## config.mk

```make
export PLATFORM = sky130hd
export DESIGN_NAME = pot_index_pulse_zeroing_top
export DESIGN_NICKNAME = d
export VERILOG_FILES = /design/src/hdl/pipz_pkg.sv /design/src/hdl/pot_index_pulse_zeroing_top.sv /design/src/hdl/pipz_div.sv /design/src/hdl/pipz_ring.sv
export SDC_FILE = /design/constraint.sdc
export NUM_CORES = 2
export LEC_CHECK = 0
export ABC_AREA = 1
export BUFFER_PORTS_ARGS = -buffer_cell sky130_fd_sc_hd__buf_2
export CAP_MARGIN = 5
export CORE_UTILIZATION = 60
export DETAILED_ROUTE_END_ITERATION = 8
export PLACE_DENSITY = 0.86
export SYNTH_ARGS = -nofsm -noshare
export SYNTH_HDL_FRONTEND = slang
export SYNTH_SLANG_ARGS = --single-unit
```

## constraint.sdc

```tcl
create_clock -name clock -period 11.7 [get_ports clock]
set_input_delay 0.585 -clock clock [delete_from_list [all_inputs] [get_ports clock]]
set_output_delay 0.585 -clock clock [all_outputs]
set_load 0.02 [all_outputs]
```

## src/hdl/pipz_pkg.sv

```systemverilog
// Types, constants and helpers shared by the zeroing estimator modules.
`default_nettype none
package pipz_pkg;

   // field widths
   localparam int POS_W        = 32;
   localparam int PULSE_W      = 32;
   localparam int OP_W         = 2;
   localparam int FILTER_LEN_W = 6;
   localparam int SPACING_W    = 31;
   localparam int DRIFT_W      = 31;
   localparam int CSR_IDX_W    = 2;
   localparam int CSR_DATA_W   = 32;

   // stream widths
   localparam int REQ_TDATA_W  = 128;
   localparam int REQ_TUSER_W  = 2;
   localparam int RSP_TDATA_W  = 64;
   localparam int RSP_TUSER_W  = 2;

   // wide working value for sums ahead of saturation
   localparam int SAT_W        = 38;
   // numerator width of the snap division: 2*|n| + spacing
   localparam int SNAP_NUM_W   = 35;

   localparam int MAX_FILTER_DEF = 32;

   // register reset values
   localparam logic [FILTER_LEN_W-1:0] FILTER_LEN_RST = FILTER_LEN_W'(8);
   localparam logic [SPACING_W-1:0]    SPACING_RST    = SPACING_W'(65536);
   localparam logic [DRIFT_W-1:0]      DRIFT_RST      = DRIFT_W'(32768);

   typedef enum logic [OP_W-1:0] {
      OP_SAMPLE      = 2'd0,
      OP_FORCE_ERROR = 2'd1,
      OP_RESTART     = 2'd2,
      OP_NONE        = 2'd3
   } pipz_op_type;

   typedef enum logic [CSR_IDX_W-1:0] {
      CSR_FILTER_LENGTH   = 2'd0,
      CSR_INDEX_SPACING   = 2'd1,
      CSR_INDEX_REFERENCE = 2'd2,
      CSR_DRIFT_LIMIT     = 2'd3
   } pipz_csr_type;

   typedef enum logic [3:0] {
      ST_IDLE,
      ST_RETIRE,
      ST_ADD,
      ST_AVG_GO,
      ST_AVG_WAIT,
      ST_DECIDE,
      ST_SNAP_N,
      ST_SNAP_MAG,
      ST_SNAP_GO,
      ST_SNAP_WAIT,
      ST_SNAP_FIX,
      ST_SNAP_SAT,
      ST_DRIFT,
      ST_EMIT
   } pipz_state_type;

   // clamp a wide signed value into the Q16.16 position range
   function automatic logic signed [POS_W-1:0] sat_pos(input logic signed [SAT_W-1:0] v);
      logic signed [SAT_W-1:0] hi;
      logic signed [SAT_W-1:0] lo;
      hi = SAT_W'({1'b0, {(POS_W-1){1'b1}}});
      lo = -hi - SAT_W'(1);
      if (v > hi) begin
         return {1'b0, {(POS_W-1){1'b1}}};
      end else if (v < lo) begin
         return {1'b1, {(POS_W-1){1'b0}}};
      end else begin
         return v[POS_W-1:0];
      end
   endfunction

endpackage
`default_nettype wire

```

## src/hdl/pot_index_pulse_zeroing_top.sv

```systemverilog
// Pot and index pulse zeroing estimator: top level with sequencer and state.
//
// Each request item carries a sample (pot, encoder, latched encoder, pulse
// count) or a command (force error, restart, no-op); every item yields exactly
// one response item. A sample goes through the shared bit-serial divider,
// which runs twice: once for the ring average and once for the index grid
// snap. Samples that do not snap finish after the first division; commands
// skip the divider. req_tready is high only between items, while the response
// register lets a finished item wait for rsp_tready. Configuration writes take
// effect at once and are meant for idle periods; writing the filter length
// restarts the average.
`default_nettype none
module pot_index_pulse_zeroing_top #(
   parameter int MAX_FILTER = pipz_pkg::MAX_FILTER_DEF
) (
   input  wire logic                               clock,
   input  wire logic                               reset,
   // request: tdata = pot_value, encoder_value, latched_value, pulse_count
   input  wire logic                               req_tvalid,
   output logic                                    req_tready,
   input  wire logic [pipz_pkg::REQ_TDATA_W-1:0]   req_tdata,
   // request: tuser = operation
   input  wire logic [pipz_pkg::REQ_TUSER_W-1:0]   req_tuser,
   // response: tdata = position_out, filtered_out
   output logic                                    rsp_tvalid,
   input  wire logic                               rsp_tready,
   output logic      [pipz_pkg::RSP_TDATA_W-1:0]   rsp_tdata,
   // response: tuser = zeroed_flag, error_flag
   output logic      [pipz_pkg::RSP_TUSER_W-1:0]   rsp_tuser,
   input  wire logic                               csr_we,
   input  wire logic [pipz_pkg::CSR_IDX_W-1:0]     csr_index,
   input  wire logic [pipz_pkg::CSR_DATA_W-1:0]    csr_wdata
);
   import pipz_pkg::*;

   localparam int SLOT_W    = (MAX_FILTER > 1) ? $clog2(MAX_FILTER) : 1;
   localparam int CNT_W     = $clog2(MAX_FILTER + 1);
   localparam int SUM_W     = POS_W + $clog2(MAX_FILTER);
   localparam int DIV_NUM_W = (SUM_W > SNAP_NUM_W) ? SUM_W : SNAP_NUM_W;
   localparam int DIV_DEN_W = POS_W;

   // sequencer
   pipz_state_type state_ff, state_in;

   // configuration registers
   logic        [FILTER_LEN_W-1:0] filter_len_ff, filter_len_in;
   logic        [SPACING_W-1:0]    spacing_ff, spacing_in;
   logic signed [POS_W-1:0]        ref_ff, ref_in;
   logic        [DRIFT_W-1:0]      drift_ff, drift_in;

   // estimator state
   logic        [CNT_W-1:0]   fill_ff, fill_in;
   logic        [SLOT_W-1:0]  slot_ff, slot_in;
   logic signed [SUM_W-1:0]   sum_ff, sum_in;
   logic signed [POS_W-1:0]   offset_ff, offset_in;
   logic signed [POS_W-1:0]   first_ff, first_in;
   logic        [PULSE_W-1:0] last_pulse_ff, last_pulse_in;
   logic                      awaiting_ff, awaiting_in;
   logic                      zeroed_ff, zeroed_in;
   logic                      error_ff, error_in;

   // item being worked on
   pipz_op_type               op_ff, op_in;
   logic signed [POS_W-1:0]   enc_ff, enc_in;
   logic signed [POS_W-1:0]   lat_ff, lat_in;
   logic        [PULSE_W-1:0] pulses_ff, pulses_in;
   logic signed [POS_W-1:0]   sample_ff, sample_in;
   logic signed [POS_W-1:0]   avg_ff, avg_in;
   logic signed [SAT_W-1:0]   t_ff, t_in;
   logic                      neg_ff, neg_in;
   logic [DIV_NUM_W-1:0]      num_ff, num_in;
   logic [DIV_DEN_W-1:0]      den_ff, den_in;

   // response register
   logic                      rsp_valid_ff, rsp_valid_in;
   logic signed [POS_W-1:0]   rsp_pos_ff, rsp_pos_in;
   logic signed [POS_W-1:0]   rsp_filt_ff, rsp_filt_in;
   logic                      rsp_zeroed_ff, rsp_zeroed_in;
   logic                      rsp_error_ff, rsp_error_in;

   // helpers
   logic                      accept;
   logic                      emit_ok;
   logic                      keep_avg;
   logic                      do_snap;
   logic [CNT_W-1:0]          eff_len;
   logic [SPACING_W-1:0]      spacing_eff;
   logic [CNT_W:0]            slot_next;
   logic [SUM_W-1:0]          sum_mag;
   logic signed [POS_W-1:0]   req_pot;
   logic signed [POS_W-1:0]   req_enc;
   logic signed [POS_W-1:0]   snap_cand;
   logic signed [POS_W+1:0]   drift_d;
   logic signed [POS_W+1:0]   drift_s;
   logic signed [POS_W-1:0]   ring_rdata;

   // shared unit and ring controls
   logic                      div_start;
   logic [DIV_NUM_W-1:0]      div_num;
   logic [DIV_DEN_W-1:0]      div_den;
   logic                      div_done;
   logic [DIV_NUM_W-1:0]      div_quo;
   logic [DIV_DEN_W-1:0]      div_rem;
   logic                      ring_we;

   assign req_pot = req_tdata[POS_W-1:0];
   assign req_enc = req_tdata[2*POS_W-1:POS_W];
   assign accept  = req_tvalid && req_tready;
   assign emit_ok = !rsp_valid_ff || rsp_tready;

   // effective filter length and index spacing
   always_comb begin
      if (filter_len_ff == '0) begin
         eff_len = CNT_W'(1);
      end else if (int'(filter_len_ff) > MAX_FILTER) begin
         eff_len = CNT_W'(MAX_FILTER);
      end else begin
         eff_len = CNT_W'(filter_len_ff);
      end
      spacing_eff = (spacing_ff == '0) ? SPACING_W'(1) : spacing_ff;
   end

   assign slot_next = {1'b0, CNT_W'(slot_ff)} + (CNT_W + 1)'(1);
   assign sum_mag   = sum_ff[SUM_W-1] ? SUM_W'(-sum_ff) : SUM_W'(sum_ff);
   assign keep_avg  = !zeroed_ff && ((pulses_ff == last_pulse_ff) || (fill_ff < eff_len));
   assign do_snap   = !zeroed_ff || (pulses_ff != last_pulse_ff);
   assign snap_cand = sat_pos(t_ff - SAT_W'(lat_ff));
   assign drift_d   = (POS_W + 2)'(first_ff) - (POS_W + 2)'(offset_ff);
   assign drift_s   = (POS_W + 2)'(drift_ff);

   // next state
   always_comb begin
      state_in = state_ff;
      unique case (state_ff)
         ST_IDLE: begin
            if (accept) begin
               state_in = (pipz_op_type'(req_tuser) == OP_SAMPLE) ? ST_RETIRE : ST_EMIT;
            end
         end
         ST_RETIRE:   state_in = ST_ADD;
         ST_ADD:      state_in = ST_AVG_GO;
         ST_AVG_GO:   state_in = ST_AVG_WAIT;
         ST_AVG_WAIT: begin
            if (div_done) begin
               state_in = ST_DECIDE;
            end
         end
         ST_DECIDE: begin
            if (!keep_avg && do_snap) begin
               state_in = ST_SNAP_N;
            end else begin
               state_in = ST_EMIT;
            end
         end
         ST_SNAP_N:    state_in = ST_SNAP_MAG;
         ST_SNAP_MAG:  state_in = ST_SNAP_GO;
         ST_SNAP_GO:   state_in = ST_SNAP_WAIT;
         ST_SNAP_WAIT: begin
            if (div_done) begin
               state_in = ST_SNAP_FIX;
            end
         end
         ST_SNAP_FIX:  state_in = ST_SNAP_SAT;
         ST_SNAP_SAT:  state_in = ST_DRIFT;
         ST_DRIFT:     state_in = ST_EMIT;
         ST_EMIT: begin
            if (emit_ok) begin
               state_in = ST_IDLE;
            end
         end
         default:      state_in = ST_IDLE;
      endcase
   end

   // sequencer outputs
   always_comb begin
      req_tready = 1'b0;
      div_start  = 1'b0;
      ring_we    = 1'b0;
      div_num    = num_ff;
      div_den    = den_ff;
      unique case (state_ff)
         ST_IDLE:    req_tready = 1'b1;
         ST_ADD:     ring_we    = 1'b1;
         ST_AVG_GO: begin
            div_start = 1'b1;
            div_num   = DIV_NUM_W'(sum_mag);
            div_den   = DIV_DEN_W'(fill_ff);
         end
         ST_SNAP_GO: div_start  = 1'b1;
         default: begin
         end
      endcase
   end

   // datapath and estimator state
   always_comb begin
      filter_len_in = filter_len_ff;
      spacing_in    = spacing_ff;
      ref_in        = ref_ff;
      drift_in      = drift_ff;
      fill_in       = fill_ff;
      slot_in       = slot_ff;
      sum_in        = sum_ff;
      offset_in     = offset_ff;
      first_in      = first_ff;
      last_pulse_in = last_pulse_ff;
      awaiting_in   = awaiting_ff;
      zeroed_in     = zeroed_ff;
      error_in      = error_ff;
      op_in         = op_ff;
      enc_in        = enc_ff;
      lat_in        = lat_ff;
      pulses_in     = pulses_ff;
      sample_in     = sample_ff;
      avg_in        = avg_ff;
      t_in          = t_ff;
      neg_in        = neg_ff;
      num_in        = num_ff;
      den_in        = den_ff;
      rsp_valid_in  = rsp_valid_ff && !rsp_tready;
      rsp_pos_in    = rsp_pos_ff;
      rsp_filt_in   = rsp_filt_ff;
      rsp_zeroed_in = rsp_zeroed_ff;
      rsp_error_in  = rsp_error_ff;

      case (state_ff)
         // take the item; commands act on the state here
         ST_IDLE: begin
            if (accept) begin
               op_in     = pipz_op_type'(req_tuser);
               enc_in    = req_enc;
               lat_in    = req_tdata[3*POS_W-1:2*POS_W];
               pulses_in = req_tdata[3*POS_W+PULSE_W-1:3*POS_W];
               sample_in = sat_pos(SAT_W'(req_pot) - SAT_W'(req_enc));
               case (pipz_op_type'(req_tuser))
                  OP_FORCE_ERROR: error_in = 1'b1;
                  OP_RESTART: begin
                     fill_in       = '0;
                     slot_in       = '0;
                     sum_in        = '0;
                     offset_in     = '0;
                     first_in      = '0;
                     last_pulse_in = '0;
                     awaiting_in   = 1'b1;
                     zeroed_in     = 1'b0;
                     error_in      = 1'b0;
                  end
                  default: begin
                  end
               endcase
            end
         end
         // note the first pulse count; count the fill, or drop the oldest sample once the ring is full
         ST_RETIRE: begin
            if (awaiting_ff) begin
               last_pulse_in = pulses_ff;
               awaiting_in   = 1'b0;
            end
            if (fill_ff < eff_len) begin
               fill_in = fill_ff + CNT_W'(1);
            end else begin
               sum_in = sum_ff - SUM_W'(ring_rdata);
            end
         end
         // add the new sample and advance the slot
         ST_ADD: begin
            sum_in  = sum_ff + SUM_W'(sample_ff);
            slot_in = (slot_next >= {1'b0, eff_len}) ? '0 : SLOT_W'(slot_next);
         end
         // average, truncated toward zero
         ST_AVG_WAIT: begin
            if (div_done) begin
               avg_in = sum_ff[SUM_W-1] ? -POS_W'(div_quo) : POS_W'(div_quo);
            end
         end
         ST_DECIDE: begin
            if (keep_avg) begin
               offset_in = avg_ff;
            end
            t_in = SAT_W'(avg_ff) + SAT_W'(lat_ff);
         end
         // distance from the reference index
         ST_SNAP_N: t_in = t_ff - SAT_W'(ref_ff);
         // 2*|n| + s over 2*s gives the rounded grid count
         ST_SNAP_MAG: begin
            neg_in = t_ff[SAT_W-1];
            num_in = t_ff[SAT_W-1] ?
                     DIV_NUM_W'(SAT_W'(spacing_eff) - (t_ff <<< 1)) :
                     DIV_NUM_W'((t_ff <<< 1) + SAT_W'(spacing_eff));
            den_in = DIV_DEN_W'({spacing_eff, 1'b0});
         end
         // count times spacing is (num - rem) / 2
         ST_SNAP_WAIT: begin
            if (div_done) begin
               num_in = (num_ff - DIV_NUM_W'(div_rem)) >> 1;
            end
         end
         ST_SNAP_FIX: begin
            t_in = neg_ff ? SAT_W'(ref_ff) - SAT_W'(num_ff) : SAT_W'(ref_ff) + SAT_W'(num_ff);
         end
         ST_SNAP_SAT: begin
            offset_in     = snap_cand;
            last_pulse_in = pulses_ff;
            zeroed_in     = 1'b1;
            if (!zeroed_ff) begin
               first_in = snap_cand;
            end
         end
         // sticky drift check against the first snapped offset
         ST_DRIFT: begin
            if ((drift_d > drift_s) || (drift_d < -drift_s)) begin
               error_in = 1'b1;
            end
         end
         ST_EMIT: begin
            if (emit_ok) begin
               rsp_valid_in  = 1'b1;
               rsp_zeroed_in = zeroed_ff;
               rsp_error_in  = error_ff;
               if (op_ff == OP_SAMPLE) begin
                  rsp_pos_in  = sat_pos(SAT_W'(offset_ff) + SAT_W'(enc_ff));
                  rsp_filt_in = sat_pos(SAT_W'(avg_ff) + SAT_W'(enc_ff));
               end else begin
                  rsp_pos_in  = '0;
                  rsp_filt_in = '0;
               end
            end
         end
         default: begin
         end
      endcase

      // register writes; the filter length restarts the average
      if (csr_we) begin
         unique case (pipz_csr_type'(csr_index))
            CSR_FILTER_LENGTH: begin
               filter_len_in = csr_wdata[FILTER_LEN_W-1:0];
               fill_in       = '0;
               slot_in       = '0;
               sum_in        = '0;
            end
            CSR_INDEX_SPACING:   spacing_in = csr_wdata[SPACING_W-1:0];
            CSR_INDEX_REFERENCE: ref_in     = csr_wdata[POS_W-1:0];
            CSR_DRIFT_LIMIT:     drift_in   = csr_wdata[DRIFT_W-1:0];
            default: begin
            end
         endcase
      end
   end

   // control and estimator registers
   always_ff @(posedge clock) begin
      if (reset) begin
         state_ff      <= ST_IDLE;
         filter_len_ff <= FILTER_LEN_RST;
         spacing_ff    <= SPACING_RST;
         ref_ff        <= '0;
         drift_ff      <= DRIFT_RST;
         fill_ff       <= '0;
         slot_ff       <= '0;
         sum_ff        <= '0;
         offset_ff     <= '0;
         first_ff      <= '0;
         last_pulse_ff <= '0;
         awaiting_ff   <= 1'b1;
         zeroed_ff     <= 1'b0;
         error_ff      <= 1'b0;
         rsp_valid_ff  <= 1'b0;
      end else begin
         state_ff      <= state_in;
         filter_len_ff <= filter_len_in;
         spacing_ff    <= spacing_in;
         ref_ff        <= ref_in;
         drift_ff      <= drift_in;
         fill_ff       <= fill_in;
         slot_ff       <= slot_in;
         sum_ff        <= sum_in;
         offset_ff     <= offset_in;
         first_ff      <= first_in;
         last_pulse_ff <= last_pulse_in;
         awaiting_ff   <= awaiting_in;
         zeroed_ff     <= zeroed_in;
         error_ff      <= error_in;
         rsp_valid_ff  <= rsp_valid_in;
      end
   end

   // item payload and response data
   always_ff @(posedge clock) begin
      op_ff         <= op_in;
      enc_ff        <= enc_in;
      lat_ff        <= lat_in;
      pulses_ff     <= pulses_in;
      sample_ff     <= sample_in;
      avg_ff        <= avg_in;
      t_ff          <= t_in;
      neg_ff        <= neg_in;
      num_ff        <= num_in;
      den_ff        <= den_in;
      rsp_pos_ff    <= rsp_pos_in;
      rsp_filt_ff   <= rsp_filt_in;
      rsp_zeroed_ff <= rsp_zeroed_in;
      rsp_error_ff  <= rsp_error_in;
   end

   pipz_div #(
      .NUM_W (DIV_NUM_W),
      .DEN_W (DIV_DEN_W)
   ) u_div (
      .clock (clock),
      .reset (reset),
      .start (div_start),
      .num   (div_num),
      .den   (div_den),
      .done  (div_done),
      .quo   (div_quo),
      .rem   (div_rem)
   );

   pipz_ring #(
      .DEPTH  (MAX_FILTER),
      .ADDR_W (SLOT_W),
      .DATA_W (POS_W)
   ) u_ring (
      .clock (clock),
      .we    (ring_we),
      .waddr (slot_ff),
      .wdata (sample_ff),
      .raddr (slot_ff),
      .rdata (ring_rdata)
   );

   assign rsp_tvalid = rsp_valid_ff;
   assign rsp_tdata  = {rsp_filt_ff, rsp_pos_ff};
   assign rsp_tuser  = {rsp_error_ff, rsp_zeroed_ff};
endmodule
`default_nettype wire

```

## src/hdl/pipz_div.sv

```systemverilog
// Shared restoring divider, one quotient bit per cycle, unsigned operands.
`default_nettype none
module pipz_div #(
   parameter int NUM_W = 37,
   parameter int DEN_W = 32
) (
   input  wire logic             clock,
   input  wire logic             reset,
   input  wire logic             start,
   input  wire logic [NUM_W-1:0] num,
   input  wire logic [DEN_W-1:0] den,
   output logic                  done,
   output logic      [NUM_W-1:0] quo,
   output logic      [DEN_W-1:0] rem
);
   localparam int CNT_W = $clog2(NUM_W + 1);

   logic             busy_ff, busy_in;
   logic             done_ff, done_in;
   logic [CNT_W-1:0] cnt_ff, cnt_in;
   logic [NUM_W-1:0] quo_ff, quo_in;
   logic [DEN_W-1:0] rem_ff, rem_in;
   logic [DEN_W-1:0] den_ff, den_in;
   logic [DEN_W:0]   shifted;
   logic             fits;

   // one shift-and-subtract step
   always_comb begin
      shifted = {rem_ff, quo_ff[NUM_W-1]};
      fits    = shifted >= {1'b0, den_ff};
      busy_in = busy_ff;
      done_in = 1'b0;
      cnt_in  = cnt_ff;
      quo_in  = quo_ff;
      rem_in  = rem_ff;
      den_in  = den_ff;
      if (start) begin
         busy_in = 1'b1;
         cnt_in  = CNT_W'(NUM_W);
         quo_in  = num;
         rem_in  = '0;
         den_in  = den;
      end else if (busy_ff) begin
         rem_in = fits ? DEN_W'(shifted - {1'b0, den_ff}) : DEN_W'(shifted);
         quo_in = {quo_ff[NUM_W-2:0], fits};
         cnt_in = cnt_ff - CNT_W'(1);
         if (cnt_ff == CNT_W'(1)) begin
            busy_in = 1'b0;
            done_in = 1'b1;
         end
      end
   end

   always_ff @(posedge clock) begin
      if (reset) begin
         busy_ff <= 1'b0;
         done_ff <= 1'b0;
         cnt_ff  <= '0;
      end else begin
         busy_ff <= busy_in;
         done_ff <= done_in;
         cnt_ff  <= cnt_in;
      end
   end

   always_ff @(posedge clock) begin
      quo_ff <= quo_in;
      rem_ff <= rem_in;
      den_ff <= den_in;
   end

   assign done = done_ff;
   assign quo  = quo_ff;
   assign rem  = rem_ff;
endmodule
`default_nettype wire

```

## src/hdl/pipz_ring.sv

```systemverilog
// Sample ring: one write port, one registered read port.
`default_nettype none
module pipz_ring #(
   parameter int DEPTH  = 32,
   parameter int ADDR_W = 5,
   parameter int DATA_W = 32
) (
   input  wire logic              clock,
   input  wire logic              we,
   input  wire logic [ADDR_W-1:0] waddr,
   input  wire logic [DATA_W-1:0] wdata,
   input  wire logic [ADDR_W-1:0] raddr,
   output logic      [DATA_W-1:0] rdata
);
   logic [DATA_W-1:0] mem [DEPTH];
   logic [DATA_W-1:0] rdata_ff;

   always_ff @(posedge clock) begin
      if (we) begin
         mem[waddr] <= wdata;
      end
   end

   always_ff @(posedge clock) begin
      rdata_ff <= mem[raddr];
   end

   assign rdata = rdata_ff;
endmodule
`default_nettype wire

```

==> flow_metrics.tcl <==
set metrics [dict create \
    outcome "finished with violations" \
    violations "max-capacitance violations, max-slew violations" \
    synth_xor_xnor_area_share_pct 3.959 \
    reg2reg_slack_ns 6.43 \
    yosysTopAreaCell "edfxtp_1" \
    synth-seq-cells 1752 \
    vias 86780 \
    synthTopCellsByArea "edfxtp_1, ha_1, dfxtp_1" \
    worstPathMaxFanout 5 \
    grt_max_degree 204 \
    crit_end "t_ff[36]" \
    synth_cells 10620 \
    wl_per_cell_microns 27.96 \
    synth_flop_cell "edfxtp_1" \
    finalPower_mw 27.39 \
    worst_r2r_path_depth 25 \
    synth_compound_area_share_pct 17.48 \
    fin_crit_ns 5.274 \
    ys_types 75 \
    grt_usage_pct 43.88 \
    tightest_slew_ns 1.572 \
    dp.cells 12730 \
    clk_pin_slew_ns 0.07 \
    muxShareOfSynthArea_pct 0.02067 \
    cap_violations 1 \
    grt-ovfl-total 0 \
    synthArstFlopShare_pct 0 \
    die_area_sq_mm 0.1631 \
    initial_utilization_pct 60.40 \
    tns_ns 0 \
    cts_max_level 4 \
    final-seq-area_sq_mm 0.04937 \
    fp.coreArea_sq_mm 0.1604 \
    grt_pass1_wl_mm 527.0 \
    avgViaCountPerCell 6.592 \
    synth_edf_count 1428 \
    reg2reg_from "num_ff[1]" \
    final_util_pct 66.91 \
    syn_area_per_cell_sq_um 9.121 \
    area_delta_synth_final_pct 10.77 \
    synth_top_cell_area_share_pct 44.27 \
    row_count 147 \
    routed_wl_mm 368.0 \
    setup-violations-final 0 \
    place_congestion 1.044 \
    rsz0062_at_grt "no" \
    internal_power_mw 15.02 \
    criticalPathCategory "reg -> reg" \
    slew_viol_final 2 \
    dp_hpwl_mm 256.0 \
    synth_simple_gate_area_share_pct 14.50 \
    skew_ns 0.07685 \
    cts_root_buf "clkbuf_16" \
    numCtsBuffers 178 \
    fill_cells 12150 \
    irDropWorstVdd_uv 216.0 \
    swShare_pct 45.15 \
    seq_power_share_pct 31.9 \
    multi_input_area_sq_mm 0.04202 \
    finalNonFillerCells 13160 \
    die_w_microns 403.8 \
    die_h_microns 403.8 \
    clk_latency_ns 0.91 \
    hold_viol_final 0 \
    synth_area_sq_mm 0.09687 \
    p_clk_share_pct 21.3 \
    drtIter0Drc 13390 \
    portBuffers 236 \
    ys_seq_area_share_pct 50.96 \
    synth_fa_ha_area_share_pct 7.024 \
    synth_top_family_by_area "compound AO/OA/AOI/OAI gates" \
    fmax_mhz 189.6 \
    ios 237 \
    start_kind "flip-flop" \
    grt_pass1_vias 81950 \
    leakagePower_nw 42.42 \
    pwr-share-comb_pct 46.8 \
    r2r-end "t_ff[36]" \
    critPathRequiredTime_ns 12.32 \
    synth_nets 11330 \
    drc 0 \
    cp.arrival_ns 5.89 \
    startpoint "num_ff[1]" \
    nets 11540 \
    clk_path_buf_depth 3 \
    cp-end-kind "flip-flop" \
    p_switching_mw 12.37 \
    relSlewSlack_pct -5.924 \
    hold_class "in -> reg" \
    p_per_area_mw_per_mm2 255.2 \
    yosysWarningCount 0 \
    post-route-period-util_pct 45.08 \
    clock_sinks 1752 \
    ant_nets 0 \
    cts_resized 0 \
    cts_tree "yes" \
    antenna_found_initial 29 \
    drtPass1Iterations 8 \
    layout-drive-gt1-share_pct 7.599 \
]
-- state kept, by name (all words and copies together) (netlist names), 31 cells and up --
| register | cells |
|---|---|
| u_ring.rdata | 32 |
| sum_ff | 37 |
| u_div.den_ff | 32 |
| avg_ff | 32 |
| u_ring.mem | 1024 |
| t_ff | 38 |
| rsp_pos_ff | 32 |
| lat_ff | 32 |
| first_ff | 32 |
| ref_ff | 32 |
| pulses_ff | 32 |
| rsp_filt_ff | 32 |
| last_pulse_ff | 32 |
| num_ff | 37 |
| den_ff | 31 |
| u_div.rem | 32 |
| u_div.quo | 37 |
| enc_ff | 32 |
| spacing_ff | 31 |
| drift_ff | 31 |
| offset_ff | 32 |
| sample_ff | 32 |
-- logic make-up after synthesis --
kind of cell	Yosys count
muxes	2
adders and majority gates	536
xor gates and xnor gates	434
and+or+nand+nor	3370
buffers and inverters	1533
AOI/OAI and AO/OA	2994
DFF	1752
-- final cells by class --
| type | count | area share (%) |
|---|---|---|
| Timing Repair Buffer | 448 | 2.815 |
| Multi-Input combinational cell | 7336 | 39.16 |
| Clock inverter | 96 | 1.013 |
| Clock buffer | 235 | 4.511 |
| Tap cell | 2160 | 2.519 |
| Antenna cell | 14 | 0.03265 |
| Sequential cell | 1752 | 46.01 |
| Inverter | 1122 | 3.941 |
-- routing by layer --
layer / share of wire (%) / routed length [microns] / track usage (%) / up-vias
met2: 44 / 160900 / 66.98 / 6860
met5: 0.028 / 103 / 0 / -
met4: 7.5 / 27760 / 28.24 / 16
met3: 13 / 46510 / 11.29 / 1552
li1: - / - / - / 37770
met1: 36 / 132800 / 55.55 / 40580
-- cell usage in the layout, fill, tap and decap left out, types with 78 or more instances in the layout --
cell,count
buf_4,121
nor2_1,1209
o22ai_1,298
nor3_1,100
dfxtp_1,322
nand2_1,1381
xnor2_1,131
o21ai_0,1257
buf_2,236
edfxtp_1,1428
a221oi_1,78
nand3_1,370
a31oi_1,78
xor2_1,300
ha_1,523
inv_1,1106
clkbuf_16,180
dlygate4sd3_1,89
a21oi_1,862
-- cells in the mapped netlist, drive strengths merged, types with 58 or more instances --
library cell	count
o21ai	1304
nor3	113
nand4	72
ha	523
nand2	1399
a31oi	78
a21oi	871
xor2	303
xnor2	131
inv	1119
o22ai	300
or2	65
a22o	61
nand3	377
clkbuf	362
a221oi	78
nor4	58
nor2	1267
dfxtp	324
edfxtp	1428
-- worst min-delay path by stage --
stage / end / from / slack (ns) / cells after the start
after floorplan: rsp_error_ff / error_ff / 0.41 / 0
after global placement: rsp_error_ff / error_ff / 0.45 / 0
after detailed placement: rsp_error_ff / error_ff / 0.46 / 0
after CTS: enc_ff[3] / req_tdata[35] / 0.0001 / 1
after global routing: enc_ff[5] / req_tdata[37] / 0.02 / 1
final: enc_ff[5] / req_tdata[37] / 0.06 / 1
-- power groups by stage --
stage / Clock, mW / Sequential [mW] / Combinational (mW)
6_report: 5.84 / 8.73 / 12.8
5_1_grt: 6.05 / 8.75 / 13.9
4_1_cts: 5.80 / 8.68 / 12.4
3_5_place_dp: 0 / 8.79 / 12.2
3_3_place_gp: 0 / 8.77 / 11.9
2_1_floorplan: 0 / 8.51 / 8.51
-- stage by stage --
stage                     instance area [sq um]  worst slack (ns)  hold WS (ns)
after floorplan                           96870             4.540        0.4082
after global placement                   100400             6.713        0.4457
after detailed placement                 100400             6.699        0.4568
after CTS                                107300             6.690     0.0001422
after global routing                     107300             6.107       0.02086
final                                    107300             6.426       0.06308
-- worst max-delay path, cell delays in order, from the launching register on --
cell      delay [ns]
edfxtp_1        0.46
inv_1           0.17
ha_1            0.20
nand3_1         0.11
nand3b_1        0.20
nor3_1          0.31
nand2_1         0.12
nor2_1          0.11
nand3_1         0.12
nor2_1          0.18
a21oi_1         0.15
a21oi_1         0.30
nand2_1         0.15
xor2_1          0.18
ha_1            0.43
nand2_1         0.15
nor2_1          0.16
inv_1           0.07
nor4_1          0.55
nand3_1         0.16
nand3_1         0.29
nand3_1         0.11
nand2_1         0.10
a21oi_1         0.06
o21ai_0         0.10
nand3_1         0.09
-- timing repair --
item                                   in CTS  in global routing
setup buffers                               0                  0
endpoints found under the hold margin      89                  0
hold buffers                               89                  0
(Power assumes the default switching activity.)
